--- config.mk ---
export PLATFORM = sky130hd
export DESIGN_NAME = named_semaphore_table
export DESIGN_NICKNAME = d
export VERILOG_FILES = /design/src/rtl/nst_pkg.sv /design/src/rtl/named_semaphore_table.sv
export SDC_FILE = /design/constraint.sdc
export NUM_CORES = 2
export LEC_CHECK = 0
export BUFFER_PORTS_ARGS = -buffer_cell sky130_fd_sc_hd__buf_2
export CAP_MARGIN = 20
export CORE_AREA = 2 2 610 430
export CTS_CLUSTER_DIAMETER = 120
export DETAILED_ROUTE_END_ITERATION = 7
export DIE_AREA = 0 0 612 432
export PLACE_DENSITY = 0.45
export RECOVER_POWER = 25
export SLEW_MARGIN = 30
export SYNTH_ARGS = -nofsm -noshare
export SYNTH_HDL_FRONTEND = slang
export SYNTH_SLANG_ARGS = --single-unit
--- constraint.sdc ---
create_clock -name clk_i -period 11.6 [get_ports clk_i]
set_input_delay 0.58 -clock clk_i [delete_from_list [all_inputs] [get_ports clk_i]]
set_output_delay 0.58 -clock clk_i [all_outputs]
set_load 0.01 [all_outputs]
--- src/rtl/nst_pkg.sv ---
// Package for the named semaphore table: sizes, operation and status codes.
package nst_pkg;

  // Table size and name length.
  localparam int ENTRIES    = 8;
  localparam int NAME_BYTES = 20;
  localparam int MAX_BYTES  = 20;
  localparam int NAME_W     = MAX_BYTES * 8;
  localparam int IDX_W      = (ENTRIES > 1) ? $clog2(ENTRIES) : 1;
  localparam int CNT_W      = 16;

  // Operation codes carried by mode_i.
  typedef enum logic [1:0] {
    MODE_OPEN   = 2'd0,
    MODE_WAIT   = 2'd1,
    MODE_POST   = 2'd2,
    MODE_UNLINK = 2'd3
  } mode_e;

  // Status codes returned with every result.
  typedef enum logic [2:0] {
    ST_FOUND      = 3'd0,
    ST_CREATED    = 3'd1,
    ST_FULL       = 3'd2,
    ST_BAD_HANDLE = 3'd3,
    ST_MUST_WAIT  = 3'd4,
    ST_NOT_FOUND  = 3'd5,
    ST_EMPTY      = 3'd6,
    ST_OVERFLOW   = 3'd7
  } status_e;

endpackage

--- src/rtl/named_semaphore_table.sv ---
// Top level of the named semaphore table: request register, lookup, update and result register.
//
// Usage:
// - A request item is taken at a rising edge where start_i is high and busy_o is low.
//   busy_o is always low, so a new item may be given in every cycle.
// - The item carries mode_i (open, wait, post, unlink), a 20-byte name split over
//   name_low_i, name_mid_i and name_high_i, initial_count_i and handle_i.
// - The name is cut at its first zero byte when the item is registered.
// - One result item comes out for every request. It passes from the request register
//   into the result register, where it stands on status_o, entry_o, count_after_o
//   and wake_waiter_o for one cycle, marked by done_o.
// - Throughput is one item per cycle. The table is updated in the cycle that builds
//   the result, so the next request already sees the new contents.
// - The receiver cannot stall; a result is shown for exactly one cycle.
// - Reset empties the table at once: all in-use bits clear and no result is pending.
//   Names and counts are not cleared, because an entry is read only once it is in use.
module named_semaphore_table
  import nst_pkg::*;
(
  input  logic                clk_i,
  input  logic                rst_ni,
  input  logic                start_i,
  output logic                busy_o,
  input  logic [1:0]          mode_i,
  input  logic [63:0]         name_low_i,
  input  logic [63:0]         name_mid_i,
  input  logic [31:0]         name_high_i,
  input  logic [15:0]         initial_count_i,
  input  logic [2:0]          handle_i,
  output logic                done_o,
  output logic [2:0]          status_o,
  output logic [2:0]          entry_o,
  output logic [15:0]         count_after_o,
  output logic                wake_waiter_o
);

  // Request register.
  logic                req_valid_q;
  mode_e               mode_q;
  logic [NAME_W-1:0]   name_q;
  logic [CNT_W-1:0]    init_q;
  logic [2:0]          handle_q;

  // Table storage.
  logic [ENTRIES-1:0]  in_use_q, in_use_d;
  logic [NAME_W-1:0]   key_q   [ENTRIES];
  logic [CNT_W-1:0]    count_q [ENTRIES];

  // Result register.
  logic                done_q;
  status_e             status_q, status_d;
  logic [2:0]          entry_q, entry_d;
  logic [CNT_W-1:0]    cnt_out_q, cnt_out_d;
  logic                wake_q, wake_d;

  // Table write controls.
  logic                key_we;
  logic                cnt_we;
  logic [IDX_W-1:0]    wr_idx;
  logic [CNT_W-1:0]    cnt_wr;

  // Name normalization: clear every byte from the first zero byte on.
  logic [NAME_W-1:0]   name_raw;
  logic [NAME_W-1:0]   name_norm;
  logic [MAX_BYTES:0]  alive;

  assign name_raw = {name_high_i, name_mid_i, name_low_i};

  always_comb begin
    alive[0] = 1'b1;
    for (int b = 0; b < MAX_BYTES; b++) begin
      alive[b+1] = alive[b] && (b < NAME_BYTES) && (name_raw[b*8 +: 8] != 8'd0);
      name_norm[b*8 +: 8] = alive[b+1] ? name_raw[b*8 +: 8] : 8'd0;
    end
  end

  assign busy_o = 1'b0;

  // Request capture.
  always_ff @(posedge clk_i or negedge rst_ni) begin
    if (!rst_ni) begin
      req_valid_q <= 1'b0;
    end else begin
      req_valid_q <= start_i;
    end
  end

  always_ff @(posedge clk_i) begin
    if (start_i) begin
      mode_q   <= mode_e'(mode_i);
      name_q   <= name_norm;
      init_q   <= initial_count_i;
      handle_q <= handle_i;
    end
  end

  // Parallel name compare and lowest free entry.
  logic [IDX_W-1:0]    match_idx, free_idx, hnd_idx, sel_idx;
  logic                match_any, free_any, hnd_ok, name_empty;
  logic [CNT_W-1:0]    cur_cnt;

  always_comb begin
    match_any = 1'b0;
    match_idx = '0;
    free_any  = 1'b0;
    free_idx  = '0;
    for (int e = ENTRIES - 1; e >= 0; e--) begin
      if (in_use_q[e] && (key_q[e] == name_q)) begin
        match_any = 1'b1;
        match_idx = IDX_W'(e);
      end
      if (!in_use_q[e]) begin
        free_any = 1'b1;
        free_idx = IDX_W'(e);
      end
    end
  end

  assign name_empty = (name_q[7:0] == 8'd0);
  assign hnd_idx    = IDX_W'(handle_q);
  assign hnd_ok     = (32'(handle_q) < ENTRIES) && in_use_q[hnd_idx];
  assign sel_idx    = ((mode_q == MODE_OPEN) || (mode_q == MODE_UNLINK)) ? match_idx : hnd_idx;
  assign cur_cnt    = count_q[sel_idx];

  // Operation decode: result and table update.
  always_comb begin
    status_d  = ST_FOUND;
    entry_d   = 3'd0;
    cnt_out_d = '0;
    wake_d    = 1'b0;
    in_use_d  = in_use_q;
    key_we    = 1'b0;
    cnt_we    = 1'b0;
    wr_idx    = sel_idx;
    cnt_wr    = '0;
    case (mode_q)
      MODE_OPEN: begin
        if (name_empty) begin
          status_d = ST_EMPTY;
        end else if (match_any) begin
          status_d  = ST_FOUND;
          entry_d   = 3'(match_idx);
          cnt_out_d = cur_cnt;
        end else if (free_any) begin
          status_d         = ST_CREATED;
          entry_d          = 3'(free_idx);
          cnt_out_d        = init_q;
          wr_idx           = free_idx;
          key_we           = 1'b1;
          cnt_we           = 1'b1;
          cnt_wr           = init_q;
          in_use_d[free_idx] = 1'b1;
        end else begin
          status_d = ST_FULL;
        end
      end
      MODE_UNLINK: begin
        if (name_empty) begin
          status_d = ST_EMPTY;
        end else if (match_any) begin
          status_d            = ST_FOUND;
          entry_d             = 3'(match_idx);
          cnt_we              = 1'b1;
          in_use_d[match_idx] = 1'b0;
        end else begin
          status_d = ST_NOT_FOUND;
        end
      end
      MODE_WAIT: begin
        entry_d = handle_q;
        if (!hnd_ok) begin
          status_d = ST_BAD_HANDLE;
        end else if (cur_cnt == '0) begin
          status_d = ST_MUST_WAIT;
        end else begin
          status_d  = ST_FOUND;
          cnt_we    = 1'b1;
          cnt_wr    = cur_cnt - CNT_W'(1);
          cnt_out_d = cnt_wr;
        end
      end
      MODE_POST: begin
        entry_d = handle_q;
        if (!hnd_ok) begin
          status_d = ST_BAD_HANDLE;
        end else if (cur_cnt == '1) begin
          status_d  = ST_OVERFLOW;
          cnt_out_d = cur_cnt;
        end else begin
          status_d  = ST_FOUND;
          cnt_we    = 1'b1;
          cnt_wr    = cur_cnt + CNT_W'(1);
          cnt_out_d = cnt_wr;
          wake_d    = (cur_cnt == '0);
        end
      end
      default: begin
        status_d = ST_FOUND;
      end
    endcase
  end

  // Control state: in-use bits and result strobe.
  always_ff @(posedge clk_i or negedge rst_ni) begin
    if (!rst_ni) begin
      in_use_q <= '0;
      done_q   <= 1'b0;
    end else begin
      done_q <= req_valid_q;
      if (req_valid_q) begin
        in_use_q <= in_use_d;
      end
    end
  end

  // Names, counts and result payload.
  always_ff @(posedge clk_i) begin
    if (req_valid_q && key_we) begin
      key_q[wr_idx] <= name_q;
    end
    if (req_valid_q && cnt_we) begin
      count_q[wr_idx] <= cnt_wr;
    end
    if (req_valid_q) begin
      status_q  <= status_d;
      entry_q   <= entry_d;
      cnt_out_q <= cnt_out_d;
      wake_q    <= wake_d;
    end
  end

  assign done_o        = done_q;
  assign status_o      = status_q;
  assign entry_o       = entry_q;
  assign count_after_o = cnt_out_q;
  assign wake_waiter_o = wake_q;

endmodule
==> results.yml <==
timing:
  rsz0062_at_grt: "no"
  finalSetupViolCount: 0
  worst_pin_slew_ns: 4.230
  final-hold-violation-count: 0
  fin_tns_setup_ns: 0
  fmax_ghz: 0.09804
  period_share_pct: 87.93
  period_needed_ns: 10.20
  timing_max_transition_violations_final: 1263
  fin_worst_skew_ns: 0.07396
  worst_slew_margin_rel_pct: -182.0
status:
  failing_checks: "capacitance limit, slew limit"
  outcome: "complete, but fails checks"
yosys:
  post_synth_edffs: 1612
  synth_top_cell_area_share_pct: 62.57
  yosys.cell_types.count: 88
  combined_area_of_all_synthesized_cells_sq_um: 77370
  biggest_area_contributors_in_the_synthesized_netlist: "sky130_fd_sc_hd__edfxtp_1 63%, sky130_fd_sc_hd__xnor2_1 5.4%, sky130_fd_sc_hd__nand2b_1 4.8%"
  synth_ff_type: "sky130_fd_sc_hd__edfxtp_1"
  synth.ff_latch_count: 1622
  netlist.top_cell.by_area: "sky130_fd_sc_hd__edfxtp_1"
  synthArstFlopShare_pct: 0.6165
  yosysWarnings: 0
  synth_fp_nets: 6154
  post_synth_inst_count: 5961
  post_synth.cell_area_avg_sq_um: 12.98
  seq_total_area_yosys_pct: 62.89
min_path:
  min-delay-path-class: "primary input to flop"
  whs_endpoint: "name_q[109]$_SDFFCE_PN0P_"
  min-delay-start: "name_mid_i[45]"
  hold-path-cell-count: 2
detailed_routing:
  post_drt_via_cell_ratio: 6.024
  drc: 0
  drt_pre_antenna_iters: 6
  dr.first_iter.drc_count: 11390
  dr_vias: 61120
  drt-wirelength-per-cell_um: 41.81
  ant_nets: 0
  wire_length_reported_by_the_detailed_router_mm: 424.1
worst_setup_path:
  timing.rr.end: "count_q[3][2]$_DFFE_PP_"
  worstPathRequired_ns: 12.10
  regToRegSetupSlack_ns: 1.40
  worstRegToRegCells: 20
  timing.critical_path.from_type: "flop"
  classification_of_the_worst_setup_path: "flop to flop"
  worst_r2r_src: "name_q[51]$_SDFFCE_PN0P_"
  crit_fanout: 21
  timing.critical_path.arrival_ns: 10.70
  crit_path_end_kind: "flop"
final_layout:
  finish.instance_area_sq_um: 91130
  num-nets-final: 6675
  post_route_cells_drive_above_1_share_pct: 12.37
  synthToLayoutAreaGrowth_pct: 17.79
  final.fill_count: 25370
  final_core_util_pct: 35.12
cts:
  clkSlewWorstSetupHoldPaths_ns: 0.06
  cts_tree: "done"
  tritoncts.num_buffers: 181
  postCtsResizedCells: 0
  clock-root-buffer: "sky130_fd_sc_hd__clkbuf_16"
  cts-root-to-sink-buffers: 4
  cts_setup_buffers: 0
  ctsHoldBuffers: 106
  worstSkewPairLatency_ns: 0.89
  clkSinkCount: 1622
  ctsHtreeMaxLevel: 4
job:
  maxCapViolCount: 75
global_route:
  grt_pass1_wl_mm: 545.1
  via_count_of_the_first_global_routing_pass: 54440
  grt_remaining_overflow: 0
  antenna_found_initial: 73
  gr-usage-all-layers_pct: 31.25
  grt_max_degree: 153
place:
  gpl.final_weighted_congestion: 1.076
  dpl_cell_area_sq_um: 84720
  detailedPlacementHpwl_mm: 312.5
  io_buffer_count: 207
floorplan:
  fp.coreArea_sq_um: 259500
  initial_utilization_pct: 29.81
  num_io_pins: 209
  dieWidth_um: 612
  die_y_um: 432
  die_area_sq_um: 264400
  floorplan.rows: 157
pwr:
  static-leakage-power_nw: 28.88
  cellPowerDensity_nw_per_um2: 171.5
  power.ir.vdd_worst_uv: 114.8
-- worst max path at each step --
stage | cells after the start | from | endpoint | slack, ns
4_1_cts | 19 | name_q[83]$_SDFFCE_PN0P_ | count_q[5][4]$_DFFE_PP_ | 2.85
2_1_floorplan | 16 | name_q[156]$_SDFFCE_PN0P_ | key_q[1][0]$_DFFE_PP_ | 0.57
3_5_place_dp | 19 | name_q[83]$_SDFFCE_PN0P_ | count_q[3][4]$_DFFE_PP_ | 2.91
5_1_grt | 21 | name_q[73]$_SDFFCE_PN0P_ | count_q[3][2]$_DFFE_PP_ | 1.36
6_report | 20 | name_q[51]$_SDFFCE_PN0P_ | count_q[3][2]$_DFFE_PP_ | 1.40
3_3_place_gp | 18 | name_q[154]$_SDFFCE_PN0P_ | count_q[1][3]$_DFFE_PP_ | 1.57
-- Yosys cell counts (all sizes together) (26+ instances only) --
| library cell | n |
|---|---|
| or4 | 51 |
| xor2 | 214 |
| o2111ai | 194 |
| nor4 | 254 |
| a211oi | 60 |
| and2 | 145 |
| nand4 | 367 |
| nand3 | 121 |
| a31o | 52 |
| nor2 | 68 |
| a2111oi | 43 |
| nand2b | 589 |
| buf | 122 |
| o211ai | 59 |
| o2bb2ai | 33 |
| nor3 | 114 |
| inv | 199 |
| xnor2 | 481 |
| o22ai | 50 |
| and3 | 33 |
| nor2b | 280 |
| clkbuf | 191 |
| a21oi | 49 |
| o21ai | 26 |
| edfxtp | 1612 |
| o211a | 42 |
| nand2 | 227 |
-- flip-flops by register name, indices dropped and copies added, names as in the netlist --
| name | flops |
|---|---|
| status_o | 3 |
| in_use_q | 8 |
| req_valid_q | 1 |
| done_o | 1 |
| init_q | 16 |
| mode_q | 2 |
| count_after_o | 16 |
| count_q | 128 |
| wake_waiter_o | 1 |
| key_q | 1280 |
| handle_q | 3 |
| name_q | 160 |
| entry_o | 3 |
-- cells in the final DEF (no fill, tap or decap), drive strengths merged, types with 114 or more instances in the layout --
cell | netlist | layout
xor2 | 214 | 214
nor3 | 114 | 114
buf | 122 | 399
nor2b | 280 | 280
inv | 199 | 204
o2111ai | 194 | 194
clkbuf | 191 | 363
edfxtp | 1612 | 1612
nand2 | 227 | 227
and2 | 145 | 145
xnor2 | 481 | 481
nand3 | 121 | 121
nand4 | 367 | 367
nand2b | 589 | 589
nor4 | 254 | 254
-- report_power, final --
part | internal (mW) | leakage, nW | switching [mW]
clock network | 3.41 | 2.86 | 2.62
registers | 6.77 | 14.8 | 0.222
logic | 0.653 | 11.2 | 1.95
total | 10.8 | 28.9 | 4.79
-- worst max-delay path, cell delays in order, from the launching register on --
cell and delay [ns]:
sky130_fd_sc_hd__edfxtp_1 0.32, sky130_fd_sc_hd__clkbuf_1 2.27, sky130_fd_sc_hd__inv_1 0.66, sky130_fd_sc_hd__a22o_1 0.39, sky130_fd_sc_hd__nor4_1 0.26, sky130_fd_sc_hd__nand3_1 0.34
sky130_fd_sc_hd__nor4_2 0.82, sky130_fd_sc_hd__buf_4 0.25, sky130_fd_sc_hd__o2bb2ai_1 0.38, sky130_fd_sc_hd__a21boi_1 0.24, sky130_fd_sc_hd__o31a_1 0.50, sky130_fd_sc_hd__buf_4 0.33
sky130_fd_sc_hd__nor3_1 0.40, sky130_fd_sc_hd__nor4_2 0.15, sky130_fd_sc_hd__buf_4 0.20, sky130_fd_sc_hd__nor4_1 0.52, sky130_fd_sc_hd__and4_1 0.58, sky130_fd_sc_hd__nor2_2 0.05
sky130_fd_sc_hd__buf_4 0.21, sky130_fd_sc_hd__a221o_1 0.38, sky130_fd_sc_hd__and3_1 0.39
-- kinds of logic after synthesis --
| kind of cell | Yosys count | synth area share, % |
|---|---|---|
| buf+inv | 512 | 2.667 |
| simple gates | 2328 | 17.94 |
| other cells | 1 | 0.004847 |
| xor+xnor | 695 | 7.868 |
| flops | 1622 | 62.89 |
| mux | 25 | 0.3736 |
| compound gates | 769 | 8.107 |
| fa+ha+maj | 9 | 0.1456 |
-- metrics by stage --
step                      worst slack [ns]  hold WS [ns]  instances  power (mW)
after floorplan                     0.5654        0.2844       5961       8.130
after global placement               1.566        0.4921       9673       9.572
after detailed placement             2.910        0.4976       9688       9.572
after CTS                            2.855     0.0003101      10120       15.53
after global routing                 1.356       0.02682      10120       15.89
final                                1.400       0.01910      10150       15.63
-- routing by layer --
layer	routed length, um	global-route usage, %
met1	188600	47.89
met2	154400	39.19
met3	64600	11.74
met4	16360	10.10
met5	226	0
-- cell type report --
cell class	instances	area (sq um)	share of cell area [%]
Sequential cell	1622	48660	53.39
Multi-Input combinational cell	3827	27090	29.72
Clock buffer	217	4770	5.234
Tap cell	3498	4377	4.803
Timing Repair Buffer	651	4337	4.759
Clock inverter	105	1089	1.194
Inverter	199	749.5	0.8224
Antenna cell	26	65.06	0.07139
(Power assumes the default switching activity.)
